`src/rtl/core/gtps_pkg.sv`:
```
package gtps_pkg;

    // Ring geometry
    localparam int SLAB_COUNT      = 16;
    localparam int FRAMES_PER_SLAB = 64;
    localparam int CHANNELS        = 2;

    localparam int SLOT_W   = $clog2(SLAB_COUNT);
    localparam int PTR_W    = SLOT_W + 1;
    localparam int FRM_W    = $clog2(FRAMES_PER_SLAB);
    localparam int ADDR_W   = SLOT_W + FRM_W;
    localparam int STORE_D  = SLAB_COUNT * FRAMES_PER_SLAB;
    localparam int LEN_W    = 7;
    localparam int FILL_W   = 8;
    localparam int CNT_W    = 11;
    localparam int BYTE_W   = 14;
    localparam int RES_W    = 7;
    localparam int FRAME_SH = $clog2(4 * CHANNELS);

    localparam logic [63:0] SAMPLE_MASK =
        (CHANNELS >= 2) ? {64{1'b1}} : {32'h0, {32{1'b1}}};

    // Action codes
    localparam logic [2:0] ACT_PUBLISH = 3'd0;
    localparam logic [2:0] ACT_CONSUME = 3'd1;
    localparam logic [2:0] ACT_DISCARD = 3'd2;
    localparam logic [2:0] ACT_FLUSH   = 3'd3;
    localparam logic [2:0] ACT_QUERY   = 3'd4;
    localparam logic [2:0] ACT_PEAK    = 3'd5;

    // Status codes
    localparam logic [2:0] ST_OK       = 3'd0;
    localparam logic [2:0] ST_FULL     = 3'd1;
    localparam logic [2:0] ST_STALE    = 3'd2;
    localparam logic [2:0] ST_INVALID  = 3'd3;
    localparam logic [2:0] ST_UNDERRUN = 3'd4;

    typedef struct packed {
        logic [2:0]       action;
        logic [63:0]      generation;
        logic [63:0]      sample_frame;
        logic             frame_last;
        logic [CNT_W-1:0] frame_count;
    } t_in;

    typedef struct packed {
        logic [63:0]       out_frame;
        logic [2:0]        status;
        logic              silent;
        logic [CNT_W-1:0]  count_out;
        logic [4:0]        stale_slab_count;
        logic [63:0]       current_generation;
        logic [4:0]        queued_slab_count;
        logic [BYTE_W-1:0] unread_byte_count;
        logic [BYTE_W-1:0] peak_byte_count;
        logic              result_last;
    } t_out;

    // Controller to datapath
    typedef struct packed {
        logic accept;
        logic exec;
        logic drain;
        logic rd;
        logic load;
    } t_cmd;

    // Datapath to controller
    typedef struct packed {
        logic no_result;
        logic need_drain;
        logic drain_done;
        logic last_idx;
        logic out_free;
    } t_sts;

endpackage

```
`src/rtl/core/gtps_ctrl.sv`:
```
module gtps_ctrl
    import gtps_pkg::*;
(
    input  logic i_clk,
    input  logic i_rst_n,
    input  logic i_in_valid,
    output logic o_in_stall,
    input  t_sts i_sts,
    output t_cmd o_cmd
);

    typedef enum logic [2:0] {
        S_IDLE,
        S_EXEC,
        S_DRAIN,
        S_RD,
        S_LOAD
    } t_state;

    t_state r_state, n_state;
    logic   r_stall;

    // Sequencing
    always_comb begin
        n_state = r_state;
        o_cmd   = '0;
        case (r_state)
            S_IDLE: begin
                if (i_in_valid) begin
                    o_cmd.accept = 1'b1;
                    n_state      = S_EXEC;
                end
            end
            S_EXEC: begin
                o_cmd.exec = 1'b1;
                if (i_sts.no_result) begin
                    n_state = S_IDLE;
                end else if (i_sts.need_drain) begin
                    n_state = S_DRAIN;
                end else begin
                    n_state = S_RD;
                end
            end
            S_DRAIN: begin
                if (i_sts.drain_done) begin
                    n_state = S_RD;
                end else begin
                    o_cmd.drain = 1'b1;
                end
            end
            S_RD: begin
                o_cmd.rd = 1'b1;
                n_state  = S_LOAD;
            end
            S_LOAD: begin
                if (i_sts.out_free) begin
                    o_cmd.load = 1'b1;
                    n_state    = i_sts.last_idx ? S_IDLE : S_RD;
                end
            end
            default: n_state = S_IDLE;
        endcase
    end

    always_ff @(posedge i_clk) begin
        if (!i_rst_n) begin
            r_state <= S_IDLE;
            r_stall <= 1'b0;
        end else begin
            r_state <= n_state;
            r_stall <= (n_state != S_IDLE);
        end
    end

    // No transfer in while reset is held
    assign o_in_stall = r_stall || !i_rst_n;

    // Stall is low exactly in idle
    a_stall_idle: assert property (@(posedge i_clk) disable iff (!i_rst_n)
        r_stall == (r_state != S_IDLE))
        else $error("stall out of step with state");

    // A transfer in is always followed by execution
    a_accept_exec: assert property (@(posedge i_clk) disable iff (!i_rst_n)
        o_cmd.accept |=> (r_state == S_EXEC))
        else $error("accepted item not executed");

    // A load only happens with a free output register
    a_load_free: assert property (@(posedge i_clk) disable iff (!i_rst_n)
        o_cmd.load |-> i_sts.out_free)
        else $error("load into busy output register");

endmodule

```
`config.mk`:
```
export PLATFORM = sky130hd
export DESIGN_NAME = gtps_ctrl
export DESIGN_NICKNAME = d
export VERILOG_FILES = /design/src/rtl/core/gtps_pkg.sv /design/src/rtl/core/gtps_ctrl.sv
export SDC_FILE = /design/constraint.sdc
export NUM_CORES = 1
export LEC_CHECK = 0
export BUFFER_PORTS_ARGS = -buffer_cell sky130_fd_sc_hd__buf_4
export CAP_MARGIN = 10
export CORE_AREA = 2 2 39 41
export CTS_BUF_LIST = sky130_fd_sc_hd__clkbuf_8
export CTS_CLUSTER_SIZE = 24
export DETAILED_ROUTE_END_ITERATION = 8
export DIE_AREA = 0 0 41 43
export GPL_TIMING_DRIVEN = 0
export PLACE_DENSITY = 0.45
export SYNTH_ARGS = -nofsm -noshare
export SYNTH_HDL_FRONTEND = slang
export SYNTH_SLANG_ARGS = --single-unit
export TNS_END_PERCENT = 100
```
`constraint.sdc`:
```
create_clock -name i_clk -period 2.3 [get_ports i_clk]
set_input_delay 0.345 -clock i_clk [delete_from_list [all_inputs] [get_ports i_clk]]
set_output_delay 0.345 -clock i_clk [all_outputs]
set_load 0.05 [all_outputs]
```
==> summary.md, run 1 <==
| Metric | Value |
|---|---|
| Crit path cell chain | buf_4, nor2_1, and3_1, buf_4 |
| Sw Ratio | 28.8% |
| Syn-to-layout area delta | 59.8% |
| Adder-cell area share of the yosys netlist | 0% |
| CTS hold repair buffers | 0 |
| Synth Area in Simple Gates | 42.8% |
| Filler cell count | 148 |
| Initial core utilization | 20.7% |
| CTS H-Tree Depth | 1 |
| Final period utilization | 70.0% |
| Max frequency | 0.621 GHz |
| Yosys top cell area share | 27.9% |
| Sum Neg Setup Slack | 0 ns |
| Antenna cells | 0 |
| Synth area leaders | dfxtp_1, nor4b_2, nand2b_1 |
| Clk pwr share | 47.5% |
| Via count | 301 |
| CP arrival | 1.26 ns |
| DR pass1 iterations | 2 |
| WL/cell | 10.6 um |
| Clock-pin transition on the worst setup and hold timing paths | 0.03 ns |
| Initial antenna violation count | 0 |
| Total GRT Usage | 10.2% |
| Internal | 221 uW |
| Placed Cells | 63 |
| Synth area leader | dfxtp_1 |
| Synth Area in Compound Gates | 18.3% |
| Critical Path Max Stage Delay | 0.29 ns |
| Total power | 311 uW |
| Final hold vios | 0 |
| P_sw | 89.3 uW |
| Root buffer cell | clkbuf_8 |
| Tmin final | 1.61 ns |
| Max Slew Vio Count | 0 |
| Fin cells | 66 |
| Seq/Total Area, Yosys | 27.9% |
| Power Dens Cells | 678 nW/um2 |
| Most frequent CP cell | buf_4 |
| Lkg Pwr | 0.000208 uW |
| Grt total ovfl | 0 |
| Crit-path slowest cell | dfxtp_1 |
| Number of global-route vias before repair | 259 |
| Max_cap viols | 0 |
| Post-CTS Setup Repair Bufs | 0 |
| Post-Syn Area | 287 um2 |
| Comb pwr share | 27.7% |
| Setup violators final | 0 |
| Die Y-Extent | 43 um |
| Ports | 14 |
| ANT nets after route | 0 |
| Fin Hold WS | 0.385 ns |
| Ys Warns | 0 |
| Critical path endpoint category | primary output |
| Sinks on Clock Net | 4 |
| Clk_lat worst skew | 0.22 ns |
| VDD IR max | 0.389 mV |
| First-pass GRT wire length | 1150 um |
| Die Area | 1760 um2 |
| WS Path Type | flip-flop to primary output |
| Vias/cell | 4.56 |
| Data required time of the critical path | 1.96 ns |
| Post-synthesis cell count | 34 |
| Leading cell types in the layout, fill and taps excluded | buf_4, nor2_1, dfxtp_1 |
| TritonCTS buffer count | 3 |
| 1st-iter DRT viols | 2 |
| GPL Wtd Cong | 0.746 |
| Die X-Extent | 41 um |
| Slew Limit Headroom | 83.8% |
| TritonCTS clock tree | done |
| Row count | 14 |
| Crit path buf inv count | 2 |
| HP Class | input pin to flip-flop |
| Most common cell after layout, fill and taps aside | buf_4 |
| Final wirelength | 701 um |
| DRC viols | 0 |
| Clock skew | 0.000651 ns |
| Main combinational cell family by area after synthesis | simple AND/OR/NAND/NOR gates |
| Nets@finish | 60 |
| Crit-path leading delay family | simple AND/OR/NAND/NOR gates |
| Post-cts sizing count | 0 |
| Crit-path max FO | 10 |
| Synth unique cells | 23 |
| Status | finished clean |
| Area after DPL | 417 um2 |
| Final Instance Area | 458 um2 |
| Synth Net Count | 42 |
| PortBufs | 13 |
| XOR/XNOR Fraction of Synth Area | 0% |
| Post-synthesis register bit count | 4 |
| Largest net degree at the start of global routing | 11 |
| Tightest Pin Transition | 0.243 ns |
| Flop pwr share | 24.8% |
| Core Footprint | 1380 um2 |
| Post-synthesis mux area share | 0% |
| Avg Inst Size Synth | 8.43 um2 |
| Max Buffers Root-to-Sink | 2 |
| Share of layout cells above drive strength 1 | 48.0% |
| RSZ-0062 raised after global routing | no |
| Startpoint types | flip-flop |
-- final timing paths --
path	from	to	slack, ns	cells past startpoint
setup / recovery	r_state[1]	o_cmd[0]	0.69	4
hold reg to reg	r_state[2]	r_state[0]	0.65	3
setup reg to reg	r_state[0]	r_state[1]	1.20	3
hold / removal	i_rst_n	r_state[2]	0.39	2
-- routing by layer --
metal / global-route usage (%) / routed length (um) / up-vias
met5: 0 / 0 / -
met2: 11.9 / 310 / 9
met3: 7.85 / 58 / 0
met4: 4.00 / 0 / 0
met1: 13.8 / 332 / 135
li1: - / - / 157
-- final cells by class --
class	count	area, um2	share of cell area [%]
inverters	2	7.51	1.64
plain buffers	3	23.8	5.19
well taps	16	20.0	4.37
multi-input cells	25	188	41.0
repair buffers	13	97.6	21.3
flip-flops and latches	4	80.1	17.5
clock buffers	3	41.3	9.02
-- synthesized netlist by cell type (all sizes together) --
master / instances
nor4: 1
inv: 2
and3: 1
o211ai: 1
nor2: 4
buf: 3
o311a: 1
nor4b: 3
nand2b: 3
nand4: 1
dfxtp: 4
nor3b: 1
and3b: 2
a211oi: 1
a21oi: 1
nor2b: 1
o21a: 1
o21ai: 3
-- state kept, by name (all words and copies together), names as in the netlist --
signal   cells
r_state      3
r_stall      1
-- power groups by stage --
stage | Clock, uW | Combinational [uW] | Sequential, uW
after global routing | 159 | 92.2 | 77.7
after CTS | 153 | 86.9 | 77.1
after detailed placement | 0 | 86.9 | 78.0
after floorplan | 0 | 58.1 | 77.6
after global placement | 0 | 87.6 | 77.8
final | 147 | 86.0 | 77.1
-- worst reg2reg max path, cell delays in order (launching register included) --
cell     delay [ns]
dfxtp_1        0.34
buf_6          0.15
and3b_1        0.18
o311a_1        0.31
-- stage by stage --
| step | setup slack (ns) | util [%] |
|---|---|---|
| floorplan | 0.498 | - |
| finish | 0.690 | 33.1 |
| detailed placement | 0.934 | 30.1 |
| global route | 0.620 | 33.1 |
| global placement | 0.911 | 30.1 |
| CTS | 0.691 | 33.1 |
-- cells by family after synthesis --
family	Yosys count
AO/OA/AOI/OAI	8
buffers and inverters	5
AND/OR/NAND/NOR	17
flip-flops	4
No activity file was read; power rests on OpenSTA's default activity.
==> run 2: changes to the inputs <==
--- a/config.mk
+++ b/config.mk
@@ -13,7 +13,7 @@
 export DETAILED_ROUTE_END_ITERATION = 8
 export DIE_AREA = 0 0 41 43
 export GPL_TIMING_DRIVEN = 0
-export PLACE_DENSITY = 0.45
+export PLACE_DENSITY = 0.46
 export SYNTH_ARGS = -nofsm -noshare
 export SYNTH_HDL_FRONTEND = slang
 export SYNTH_SLANG_ARGS = --single-unit
==> constraint.sdc (replaced) <==
create_clock -name i_clk -period 1.3 [get_ports i_clk]
set_input_delay 0.195 -clock i_clk [delete_from_list [all_inputs] [get_ports i_clk]]
set_output_delay 0.195 -clock i_clk [all_outputs]
set_load 0.05 [all_outputs]
==> summary.md, run 2 (same netlist as run 1, synthesis figures left out) <==
| Metric | Value |
|---|---|
| Status | finished, violations left |
| Failing checks | setup timing |
| Nets@finish | 65 |
| Max reg flops | 3 |
| ANT nets after route | 0 |
| Most flops, register | r_state |
| CTS H-Tree Depth | 1 |
| Final period utilization | 103% |
| Most frequent CP cell | buf_8 |
| Total power | 616 uW |
| Power Dens Cells | 1050 nW/um2 |
| Critical path endpoint category | primary output |
| Die Y-Extent | 43 um |
| Setup violators final | 3 |
| Crit-path leading delay family | flip-flops |
| Core Footprint | 1380 um2 |
| Startpoint types | flip-flop |
| Tightest Pin Transition | 0.264 ns |
| Hold Crit Depth | 2 |
| Crit path cell chain | buf_8, nor2_4, and3_4, buf_8 |
| Sinks on Clock Net | 4 |
| Syn-to-layout area delta | 105% |
| Hpwl dp | 548 um |
| WP depth | 4 |
| Max Slew Vio Count | 0 |
| WS Path Type | flip-flop to primary output |
| Row count | 14 |
| Most common cell after layout, fill and taps aside | buf_4 |
| Largest net degree at the start of global routing | 11 |
| CP arrival | 1.14 ns |
| DRC viols | 0 |
| Crit path buf inv count | 2 |
| Data required time of the critical path | 1.11 ns |
| 1st-iter DRT viols | 0 |
| Tmin final | 1.33 ns |
| Grt total ovfl | 0 |
| Area after DPL | 439 um2 |
| Max_cap viols | 0 |
| Final hold vios | 0 |
| Crit-path max FO | 6 |
| RSZ-0062 raised after global routing | yes |
| HP Class | input pin to flip-flop |
| Ports | 14 |
| Critical Path Max Stage Delay | 0.34 ns |
| R2R depth | 5 |
| Initial core utilization | 20.7% |
| Number of global-route vias before repair | 307 |
| Clk_lat worst skew | 0.22 ns |
| First-pass GRT wire length | 1280 um |
| Clock skew | 0.00165 ns |
| Filler cell count | 145 |
| Die X-Extent | 41 um |
| VDD IR max | 0.578 mV |
| WL/cell | 11.9 um |
| TritonCTS clock tree | done |
| Setup WS pre-CTS | 0.0663 ns |
| GPL Wtd Cong | 0.629 |
| Via count | 328 |
| Largest regs | r_state (3), r_stall (1) |
| Leading cell types in the layout, fill and taps excluded | buf_4, buf_6, nor2_4, clkbuf_8 |
| Share of layout cells above drive strength 1 | 65.5% |
| Final Instance Area | 588 um2 |
| Total GRT Usage | 11.0% |
| Antenna cells | 0 |
| PortBufs | 13 |
| Max frequency | 0.750 GHz |
| Lkg Pwr | 0.000250 uW |
| Final wirelength | 848 um |
| Root buffer cell | clkbuf_8 |
| Slew Limit Headroom | 82.4% |
| TritonCTS buffer count | 3 |
| Die Area | 1760 um2 |
| Initial antenna violation count | 0 |
| Max Buffers Root-to-Sink | 2 |
| DR pass1 iterations | 1 |
| Vias/cell | 4.62 |
| Crit-path slowest cell | dfxtp_4 |
| Setup ws final | -0.0328 ns |
| Clock-pin transition on the worst setup and hold timing paths | 0.03 ns |
## run 2: changes by cell type in the layout (fill, tap and decap cells not counted), moves of 2 or more
| cell | delta |
|---|---|
| buf_6 | +4 |
| dfxtp_1 | -2 |
| buf_8 | +2 |
| dfxtp_4 | +2 |
| nor2_4 | +3 |
| nor2_1 | -3 |
## run 2: what timing repair did
action | in CTS | in global routing
pin swaps | 1 | 2
resized for setup | 12 | 6
hold endpoints to repair | 0 | 0
setup buffers | 3 | 3
setup endpoints to repair | 5 | 5
hold buffers | 0 | 0
## run 2: final cells by class
| class | count | area (um2) | share of cell area [%] |
|---|---|---|---|
| buffer | 2 | 26.3 | 4.47 |
| tap | 16 | 20.0 | 3.40 |
| timing repair buffer | 19 | 165 | 28.1 |
| sequential | 4 | 87.6 | 14.9 |
| inverter | 2 | 7.51 | 1.28 |
| clock buffer | 3 | 41.3 | 7.02 |
| multi-input combinational | 25 | 240 | 40.9 |
## run 2: metrics by stage
| step | utilization (%) | hold slack, ns | setup TNS, ns | instances |
|---|---|---|---|---|
| 2_1_floorplan | - | 0.313 | -0.114 | 34 |
| 3_3_place_gp | 31.7 | 0.462 | 0 | 63 |
| 3_5_place_dp | 31.7 | 0.457 | 0 | 63 |
| 4_1_cts | 39.2 | 0.231 | -0.0817 | 68 |
| 5_1_grt | 42.5 | 0.244 | -0.197 | 71 |
| 6_report | 42.5 | 0.233 | -0.0914 | 71 |
## run 2: final timing paths
path	from	endpoint	slack (ns)
hold reg to reg	r_state[2]	r_state[0]	0.58
hold / removal	i_rst_n	r_state[2]	0.23
setup / recovery	r_state[0]	o_cmd[0]	-0.03
setup reg to reg	r_state[0]	r_stall	0.08
## run 2: worst reg2reg max path: stages, from the launching register on
cell	delay [ns]
dfxtp_4	0.34
buf_8	0.13
buf_4	0.14
nor4b_2	0.30
o21ai_1	0.12
o211ai_1	0.11
## run 2: report_power, final
group / leakage (uW) / switching, uW / total (uW) / internal, uW
registers: 0.0000343 / 5.87 / 138 / 132
clock network: 0.0000216 / 64.3 / 262 / 197
logic: 0.000194 / 113 / 217 / 104
## run 2: per-layer routing
layer	track usage, %	up-vias	routed length, um
met5	0	-	0
met4	4.00	0	0
met3	6.28	0	65
met2	15.0	13	423
met1	14.1	147	359
li1	-	168	-
